==> src/sv/shs_pkg.sv <==
`timescale 1ns / 1ps

package shs_pkg;

  localparam int unsigned WordW   = 32;
  localparam int unsigned Rounds  = 64;
  localparam int unsigned BlkWords = 16;
  localparam int unsigned HashWords = 8;

  localparam logic [7:0] PadMark = 8'h80;

  // round constants
  localparam logic [WordW-1:0] RoundK [Rounds] = '{
    32'h428a2f98, 32'h71374491, 32'hb5c0fbcf, 32'he9b5dba5,
    32'h3956c25b, 32'h59f111f1, 32'h923f82a4, 32'hab1c5ed5,
    32'hd807aa98, 32'h12835b01, 32'h243185be, 32'h550c7dc3,
    32'h72be5d74, 32'h80deb1fe, 32'h9bdc06a7, 32'hc19bf174,
    32'he49b69c1, 32'hefbe4786, 32'h0fc19dc6, 32'h240ca1cc,
    32'h2de92c6f, 32'h4a7484aa, 32'h5cb0a9dc, 32'h76f988da,
    32'h983e5152, 32'ha831c66d, 32'hb00327c8, 32'hbf597fc7,
    32'hc6e00bf3, 32'hd5a79147, 32'h06ca6351, 32'h14292967,
    32'h27b70a85, 32'h2e1b2138, 32'h4d2c6dfc, 32'h53380d13,
    32'h650a7354, 32'h766a0abb, 32'h81c2c92e, 32'h92722c85,
    32'ha2bfe8a1, 32'ha81a664b, 32'hc24b8b70, 32'hc76c51a3,
    32'hd192e819, 32'hd6990624, 32'hf40e3585, 32'h106aa070,
    32'h19a4c116, 32'h1e376c08, 32'h2748774c, 32'h34b0bcb5,
    32'h391c0cb3, 32'h4ed8aa4a, 32'h5b9cca4f, 32'h682e6ff3,
    32'h748f82ee, 32'h78a5636f, 32'h84c87814, 32'h8cc70208,
    32'h90befffa, 32'ha4506ceb, 32'hbef9a3f7, 32'hc67178f2
  };

  // initial hash value
  localparam logic [WordW-1:0] InitHash [HashWords] = '{
    32'h6a09e667, 32'hbb67ae85, 32'h3c6ef372, 32'ha54ff53a,
    32'h510e527f, 32'h9b05688c, 32'h1f83d9ab, 32'h5be0cd19
  };

  // control to the schedule window
  typedef struct packed {
    logic       shift_byte;
    logic [7:0] byte_val;
    logic       step;
  } sched_ctl_t;

  // control to the round unit
  typedef struct packed {
    logic init;
    logic step;
  } round_ctl_t;

endpackage

==> src/sv/shs_sched.sv <==
`timescale 1ns / 1ps

module shs_sched (
  input  logic                           clk_i,
  input  shs_pkg::sched_ctl_t            ctl_i,
  output logic [shs_pkg::WordW-1:0]      w0_o
);

  logic [shs_pkg::WordW-1:0] w_q [shs_pkg::BlkWords];
  logic [shs_pkg::WordW-1:0] w_new;

  function automatic logic [31:0] rotr(input logic [31:0] x, input int unsigned n);
    rotr = (x >> n) | (x << (32 - n));
  endfunction

  // next schedule word from the sliding window
  always_comb begin
    w_new = w_q[0]
          + (rotr(w_q[1], 7) ^ rotr(w_q[1], 18) ^ (w_q[1] >> 3))
          + w_q[9]
          + (rotr(w_q[14], 17) ^ rotr(w_q[14], 19) ^ (w_q[14] >> 10));
  end

  // bytes shift in big-endian, rounds shift a word at a time
  always_ff @(posedge clk_i) begin
    if (ctl_i.shift_byte) begin
      for (int i = 0; i < shs_pkg::BlkWords - 1; i++) begin
        w_q[i] <= {w_q[i][23:0], w_q[i+1][31:24]};
      end
      w_q[shs_pkg::BlkWords-1] <= {w_q[shs_pkg::BlkWords-1][23:0], ctl_i.byte_val};
    end else if (ctl_i.step) begin
      for (int i = 0; i < shs_pkg::BlkWords - 1; i++) begin
        w_q[i] <= w_q[i+1];
      end
      w_q[shs_pkg::BlkWords-1] <= w_new;
    end
  end

  assign w0_o = w_q[0];

endmodule

==> src/sv/shs_round.sv <==
`timescale 1ns / 1ps

module shs_round (
  input  logic                      clk_i,
  input  logic                      rst_ni,
  input  shs_pkg::round_ctl_t       ctl_i,
  input  logic [shs_pkg::WordW-1:0] hash_i [shs_pkg::HashWords],
  input  logic [shs_pkg::WordW-1:0] k_i,
  input  logic [shs_pkg::WordW-1:0] w_i,
  output logic [shs_pkg::WordW-1:0] v_o [shs_pkg::HashWords]
);

  logic [shs_pkg::WordW-1:0] v_q [shs_pkg::HashWords];
  logic [shs_pkg::WordW-1:0] t1, t2, big0, big1, choose, major;

  function automatic logic [31:0] rotr(input logic [31:0] x, input int unsigned n);
    rotr = (x >> n) | (x << (32 - n));
  endfunction

  // one compression round
  always_comb begin
    big1   = rotr(v_q[4], 6) ^ rotr(v_q[4], 11) ^ rotr(v_q[4], 25);
    choose = (v_q[4] & v_q[5]) ^ (~v_q[4] & v_q[6]);
    t1     = v_q[7] + big1 + choose + k_i + w_i;
    big0   = rotr(v_q[0], 2) ^ rotr(v_q[0], 13) ^ rotr(v_q[0], 22);
    major  = (v_q[0] & v_q[1]) ^ (v_q[0] & v_q[2]) ^ (v_q[1] & v_q[2]);
    t2     = big0 + major;
  end

  // working variables a..h
  always_ff @(posedge clk_i or negedge rst_ni) begin
    if (!rst_ni) begin
      for (int i = 0; i < shs_pkg::HashWords; i++) v_q[i] <= '0;
    end else if (ctl_i.init) begin
      for (int i = 0; i < shs_pkg::HashWords; i++) v_q[i] <= hash_i[i];
    end else if (ctl_i.step) begin
      v_q[7] <= v_q[6];
      v_q[6] <= v_q[5];
      v_q[5] <= v_q[4];
      v_q[4] <= v_q[3] + t1;
      v_q[3] <= v_q[2];
      v_q[2] <= v_q[1];
      v_q[1] <= v_q[0];
      v_q[0] <= t1 + t2;
    end
  end

  assign v_o = v_q;

endmodule

==> src/sv/sha256_stream_hasher_unit.sv <==
`timescale 1ns / 1ps

// channel | handshake              | payload
// --------+------------------------+---------------------------------------------
// in      | in_valid_i/in_ready_o  | byte_value_i, byte_present_i, end_of_message_i
// out     | out_valid_o/out_ready_i| digest_word_o, word_index_o, last_word_o
//
// a word that completes no block and ends no message leaves the unit idle; the 64th byte
// of a block starts a compression: its rounds on the single shared round unit, then a fold
// an end word then runs padding (up to 72 bytes) with one or two compressions, at one
// byte per cycle outside them, then shows eight digest words, one per accepted cycle
// in_ready_o is high only while idle; out stalls simply hold the current digest word
// reset loads the initial hash and clears counters; no clearing pass is needed

module sha256_stream_hasher_unit (
  input  logic        clk_i,
  input  logic        rst_ni,
  input  logic        in_valid_i,
  output logic        in_ready_o,
  input  logic [7:0]  byte_value_i,
  input  logic        byte_present_i,
  input  logic        end_of_message_i,
  output logic        out_valid_o,
  input  logic        out_ready_i,
  output logic [31:0] digest_word_o,
  output logic [2:0]  word_index_o,
  output logic        last_word_o
);

  typedef enum logic [2:0] {
    S_IDLE, S_MARK, S_ZERO, S_LEN, S_ROUND, S_FOLD, S_OUT
  } state_e;

  localparam logic [5:0] LastOffset = 6'd63;
  localparam logic [5:0] LenOffset  = 6'd56;

  state_e state_q, state_d, resume_q, resume_d;
  logic [5:0]  offset_q, offset_d;
  logic [60:0] count_q, count_d;
  logic [5:0]  round_q, round_d;
  logic [2:0]  lidx_q, lidx_d;
  logic [2:0]  oidx_q, oidx_d;
  logic [shs_pkg::WordW-1:0] hash_q [shs_pkg::HashWords];
  logic [shs_pkg::WordW-1:0] v_w [shs_pkg::HashWords];
  logic [shs_pkg::WordW-1:0] w0_w;

  logic        in_fire, out_fire, absorb, wrap;
  logic [7:0]  byte_src;
  logic [63:0] bits_w;
  shs_pkg::sched_ctl_t sched_ctl;
  shs_pkg::round_ctl_t round_ctl;

  assign in_fire  = in_valid_i && in_ready_o;
  assign out_fire = out_valid_o && out_ready_i;
  assign bits_w   = {count_q, 3'b000};

  // byte source and absorb strobe for message and padding
  always_comb begin
    byte_src = byte_value_i;
    absorb   = 1'b0;
    unique case (state_q)
      S_IDLE: begin
        byte_src = byte_value_i;
        absorb   = in_fire && byte_present_i;
      end
      S_MARK: begin
        byte_src = shs_pkg::PadMark;
        absorb   = 1'b1;
      end
      S_ZERO: begin
        byte_src = 8'h00;
        absorb   = (offset_q != LenOffset);
      end
      S_LEN: begin
        byte_src = 8'((bits_w >> {~lidx_q, 3'b000}));
        absorb   = 1'b1;
      end
      default: begin
        byte_src = 8'h00;
        absorb   = 1'b0;
      end
    endcase
  end

  assign wrap = absorb && (offset_q == LastOffset);

  // sequencer next state
  always_comb begin
    state_d  = state_q;
    resume_d = resume_q;
    offset_d = absorb ? offset_q + 6'd1 : offset_q;
    count_d  = count_q;
    round_d  = round_q;
    lidx_d   = lidx_q;
    oidx_d   = oidx_q;
    unique case (state_q)
      S_IDLE: begin
        if (in_fire) begin
          if (byte_present_i) count_d = count_q + 61'd1;
          if (wrap) begin
            state_d  = S_ROUND;
            resume_d = end_of_message_i ? S_MARK : S_IDLE;
          end else if (end_of_message_i) begin
            state_d = S_MARK;
          end
        end
      end
      S_MARK: begin
        state_d  = wrap ? S_ROUND : S_ZERO;
        resume_d = S_ZERO;
      end
      S_ZERO: begin
        if (offset_q == LenOffset) begin
          state_d = S_LEN;
          lidx_d  = 3'd0;
        end else if (wrap) begin
          state_d  = S_ROUND;
          resume_d = S_ZERO;
        end
      end
      S_LEN: begin
        lidx_d = lidx_q + 3'd1;
        if (lidx_q == 3'd7) begin
          state_d  = S_ROUND;
          resume_d = S_OUT;
        end
      end
      S_ROUND: begin
        round_d = round_q + 6'd1;
        if (round_q == 6'd63) state_d = S_FOLD;
      end
      S_FOLD: begin
        state_d = resume_q;
        oidx_d  = 3'd0;
      end
      S_OUT: begin
        if (out_fire) begin
          oidx_d = oidx_q + 3'd1;
          if (oidx_q == 3'd7) begin
            state_d = S_IDLE;
            count_d = '0;
          end
        end
      end
      default: state_d = S_IDLE;
    endcase
  end

  // state, counters and hash words
  always_ff @(posedge clk_i or negedge rst_ni) begin
    if (!rst_ni) begin
      state_q  <= S_IDLE;
      resume_q <= S_IDLE;
      offset_q <= '0;
      count_q  <= '0;
      round_q  <= '0;
      lidx_q   <= '0;
      oidx_q   <= '0;
      for (int i = 0; i < shs_pkg::HashWords; i++) hash_q[i] <= shs_pkg::InitHash[i];
    end else begin
      state_q  <= state_d;
      resume_q <= resume_d;
      offset_q <= offset_d;
      count_q  <= count_d;
      round_q  <= round_d;
      lidx_q   <= lidx_d;
      oidx_q   <= oidx_d;
      if (state_q == S_FOLD) begin
        for (int i = 0; i < shs_pkg::HashWords; i++) hash_q[i] <= hash_q[i] + v_w[i];
      end else if (out_fire && oidx_q == 3'd7) begin
        for (int i = 0; i < shs_pkg::HashWords; i++) hash_q[i] <= shs_pkg::InitHash[i];
      end
    end
  end

  // datapath control
  always_comb begin
    sched_ctl.shift_byte = absorb;
    sched_ctl.byte_val   = byte_src;
    sched_ctl.step       = (state_q == S_ROUND);
    round_ctl.init       = wrap;
    round_ctl.step       = (state_q == S_ROUND);
  end

  shs_sched u_sched (
    .clk_i  (clk_i),
    .ctl_i  (sched_ctl),
    .w0_o   (w0_w)
  );

  shs_round u_round (
    .clk_i  (clk_i),
    .rst_ni (rst_ni),
    .ctl_i  (round_ctl),
    .hash_i (hash_q),
    .k_i    (shs_pkg::RoundK[round_q]),
    .w_i    (w0_w),
    .v_o    (v_w)
  );

  // ports
  assign in_ready_o    = (state_q == S_IDLE);
  assign out_valid_o   = (state_q == S_OUT);
  assign digest_word_o = hash_q[oidx_q];
  assign word_index_o  = oidx_q;
  assign last_word_o   = (oidx_q == 3'd7);

  // checks
  a_ready_excl: assert property (@(posedge clk_i) disable iff (!rst_ni)
    !(in_ready_o && out_valid_o))
    else $error("input ready while digest pending");

  a_word_order: assert property (@(posedge clk_i) disable iff (!rst_ni)
    (out_fire && !last_word_o) |=> (out_valid_o && word_index_o == $past(word_index_o) + 3'd1))
    else $error("digest word sequence broken");

  a_back_idle: assert property (@(posedge clk_i) disable iff (!rst_ni)
    (out_fire && last_word_o) |=> (in_ready_o && !out_valid_o))
    else $error("not idle after last digest word");

  a_len_ends_block: assert property (@(posedge clk_i) disable iff (!rst_ni)
    (state_q == S_LEN && lidx_q == 3'd7) |-> (offset_q == LastOffset))
    else $error("length field not at block end");

endmodule

==> config.mk <==
export PLATFORM = sky130hd
export DESIGN_NAME = sha256_stream_hasher_unit
export DESIGN_NICKNAME = d
export VERILOG_FILES = /design/src/sv/shs_pkg.sv /design/src/sv/shs_sched.sv /design/src/sv/shs_round.sv /design/src/sv/sha256_stream_hasher_unit.sv
export SDC_FILE = /design/constraint.sdc
export NUM_CORES = 2
export LEC_CHECK = 0
export BUFFER_PORTS_ARGS = -buffer_cell sky130_fd_sc_hd__buf_2
export CAP_MARGIN = 20
export CELL_PAD_IN_SITES_DETAIL_PLACEMENT = 0
export CELL_PAD_IN_SITES_GLOBAL_PLACEMENT = 1
export CORE_ASPECT_RATIO = 0.5
export CORE_MARGIN = 8
export CORE_UTILIZATION = 43
export CTS_BUF_LIST = sky130_fd_sc_hd__clkbuf_8
export CTS_CLUSTER_DIAMETER = 100
export DETAILED_ROUTE_END_ITERATION = 7
export HOLD_SLACK_MARGIN = 0.12
export PLACE_DENSITY = 0.71
export SYNTH_ARGS = -nofsm -noshare
export SYNTH_HDL_FRONTEND = slang
export SYNTH_SLANG_ARGS = --single-unit
==> constraint.sdc <==
create_clock -name clk_i -period 18.74 [get_ports clk_i]
set_input_delay 2.811 -clock clk_i [delete_from_list [all_inputs] [get_ports clk_i]]
set_output_delay 2.811 -clock clk_i [all_outputs]
set_load 0.01 [all_outputs]
==> flow_summary.ini <==
[outcome]
outcome = finished clean

[synth]
ys_warn_count = 0
synth_seq_cells = 1109
synth.top_cells.by_area = edfxtp_1 (20%), dfrtp_1 (15%), nand2_1 (11%)
yosysMostFrequentCell = nand2_1
synth_common_cells = nand2_1 (2171), edfxtp_1 (512), a21oi_1 (510)
netlist_instances = 8277
syn_area_sq_mm = 0.07583
synth.avg_cell_area_sq_um = 9.162
synth_edf_count = 512
synth_fp_nets = 8890
ys.flop_type = edfxtp_1
yosysTopAreaCellShare_pct = 20.27
async_flop_share_pct = 53.83
ys_seq_area_share_pct = 40.20
ys_types = 121
synth_top_area_cell = edfxtp_1

[detailed_routing]
drc = 0
routedWlPerCell_microns = 23.03
viasPerCell = 5.709
drt_iter0_markers = 5851
dr_total_vias = 60415
drt.antenna.violating_nets = 0
wirelength_microns = 243700
drt_first_pass_iters = 6

[timing]
maxSlewViolCount = 0
period_share_pct = 49.72
setup_viol_count_final = 0
grt_setup_unrepaired = false
worstMarginPinSlew_ns = 1.165
final.min_clock_period_ns = 9.317
tns_ns = 0
clock_skew_ns = 0.05805
max_slew_margin_pct = 22.32
fmax_mhz = 107.3
hold_viol_final = 0
fin_ws_ns = 9.423
whs_ns = 0.4794

[global_routing]
antenna_found_initial = 10
first_global_vias = 57886
grt_pass1_wl_microns = 368700
grt_start_max_net_pins = 198
grt_usage_pct = 24.83
grt_overflow = 0

[clocking]
cts_root_buffer = clkbuf_8
cts_buffers = 183
post-cts-setup-buffer-count = 0
ctsHoldBuffers = 0
cts_tree = built
cts_resized = 0
cts_buffer_depth = 4
htreeDepth = 4
clk_pin_slew_worst_paths_ns = 0.07
cts_sinks = 1109
clk_latency_ns = 0.92

[power]
power_density_mw_per_mm2 = 58.96
vdd_ir_drop_max_v = 0.00005056
leakage_nw = 38.14
power.total_mw = 4.813

[worst_setup_path]
regToRegStartpoint = round_q[0]
path_class = reg -> reg
startpoint = round_q[0]
arrival_ns = 10.15
ff2ff_path_depth = 33
worstPathRequired_ns = 19.58
cpMostUsedCell = a21oi_1
r2r_slack_ns = 9.42
slowest_stage = ha_1
cpPeakStageDelay_ns = 0.88
critPathLaunchType = register
crit_fanout = 17
r2r-end = u_round.v_o[255]
end_kind = register

[final_layout]
fin_util_pct = 46.40
drive_gt1_share_pct = 8.813
final_area_sq_mm = 0.08163
final_cells = 10583
layout.nets = 8718
nFillCells = 17071
area_growth_pct = 7.639

[place]
dp_cells = 10249
place_ws_ns = 9.429
dp_hpwl_microns = 173900
port_buffers = 51
postPlaceCellArea_sq_mm = 0.07786
globalplace.congestion = 0.9549

[floorplanning]
core_sq_mm = 0.1759
die-height_microns = 312.9
die_w_microns = 609.9
rows = 109
io_pins = 52
start_util_pct = 43.10
die_area_sq_mm = 0.1909

[min_path]
hold_end = offset_q[5]
hold_start = offset_q[5]
hold_path_depth = 1
hp-class = reg -> reg

[run]
max_cap_viol_count = 0
## flip-flops by register name (all words and copies together) (netlist names)
register,flops
resume_q,3
state_q,3
round_q,6
count_q,61
u_sched.w_q,512
u_round.v_o,256
hash_q,256
word_index_o,3
lidx_q,3
offset_q,6
## cell type report
| class | instances | area [sq um] | area share (%) |
|---|---|---|---|
| well taps | 2331 | 2917 | 3.573 |
| diodes | 3 | 7.507 | 0.009197 |
| flip-flops and latches | 1109 | 30500 | 37.36 |
| clock inverters | 111 | 705.7 | 0.8645 |
| inverters | 308 | 1156 | 1.416 |
| clock buffers | 218 | 3000 | 3.676 |
| multi-input cells | 6385 | 42430 | 51.98 |
| repair buffers | 118 | 908.4 | 1.113 |
## layout by cell type, fill, tap and decap left out, types with 23 or more instances in the layout
cell type | Yosys | layout
a211oi_1 | 55 | 55
a21o_1 | 175 | 174
a21oi_1 | 510 | 509
a22oi_1 | 208 | 208
a31oi_1 | 48 | 48
and3_1 | 47 | 44
buf_2 | 8 | 50
buf_4 | 2 | 57
clkbuf_8 | 4 | 218
clkinv_1 | 4 | 31
dfrtp_1 | 461 | 455
dfstp_2 | 136 | 136
edfxtp_1 | 512 | 512
fa_1 | 197 | 197
ha_1 | 402 | 402
inv_1 | 302 | 352
mux2_2 | 40 | 40
mux2i_1 | 53 | 53
mux4_2 | 83 | 83
nand2_1 | 2171 | 2168
nand2b_1 | 64 | 64
nand3_1 | 108 | 107
nand4_1 | 30 | 30
nor2_1 | 436 | 434
nor2b_1 | 43 | 43
nor3_1 | 98 | 98
o211ai_1 | 26 | 26
o21a_1 | 60 | 59
o21ai_0 | 383 | 383
o21bai_1 | 46 | 46
o22a_1 | 23 | 23
o22ai_1 | 42 | 42
o31ai_1 | 23 | 23
or3_1 | 41 | 41
xnor2_1 | 382 | 382
xor2_1 | 231 | 231
## report_power, final
group / leakage [nW] / switching, mW / internal (mW)
Clock: 2.09 / 1.07 / 1.18
Sequential: 13.4 / 0.000182 / 2.53
Combinational: 22.6 / 0.0276 / 0.00274
Total: 38.1 / 1.10 / 3.71
## kinds of logic (layout without fill, tap and decap cells)
logic type	after synthesis	count (layout)	share of synthesized area (%)
AOI/OAI and AO/OA	1833	1833	15.63
xor gates and xnor gates	614	614	7.110
adders and majority gates	620	620	12.11
buffers and inverters	783	755	3.971
DFF	1109	1109	40.20
muxes	176	176	3.759
other	0	3	0
and+or+nand+nor	3142	3142	17.22
## per-layer routing
layer	routed length (microns)	GRT usage, %	vias up
met1	117700	37.45	29898
met3	14990	3.884	377
met2	104100	36.86	1728
li1	-	-	28412
met4	6961	6.831	0
met5	0	0	-
## how the worst max path moves through the flow
stage,endpoint,slack [ns],depth (start not counted)
after floorplan,u_sched.w_q[0][0],2.77,7
after global placement,u_round.v_o[255],9.64,33
after detailed placement,u_round.v_o[255],9.43,33
after CTS,u_round.v_o[255],9.45,33
after global routing,u_round.v_o[255],8.90,33
final,u_round.v_o[255],9.42,33
## critical path: cells and delay by family (launching register included)
kind	cells	cell delay, ns
compound gates	14	2.73
xor+xnor	2	0.53
buf+inv	3	0.77
flops	1	0.73
fa+ha+maj	6	2.85
simple gates	8	1.65
Power figures use the tool's default switching activity.
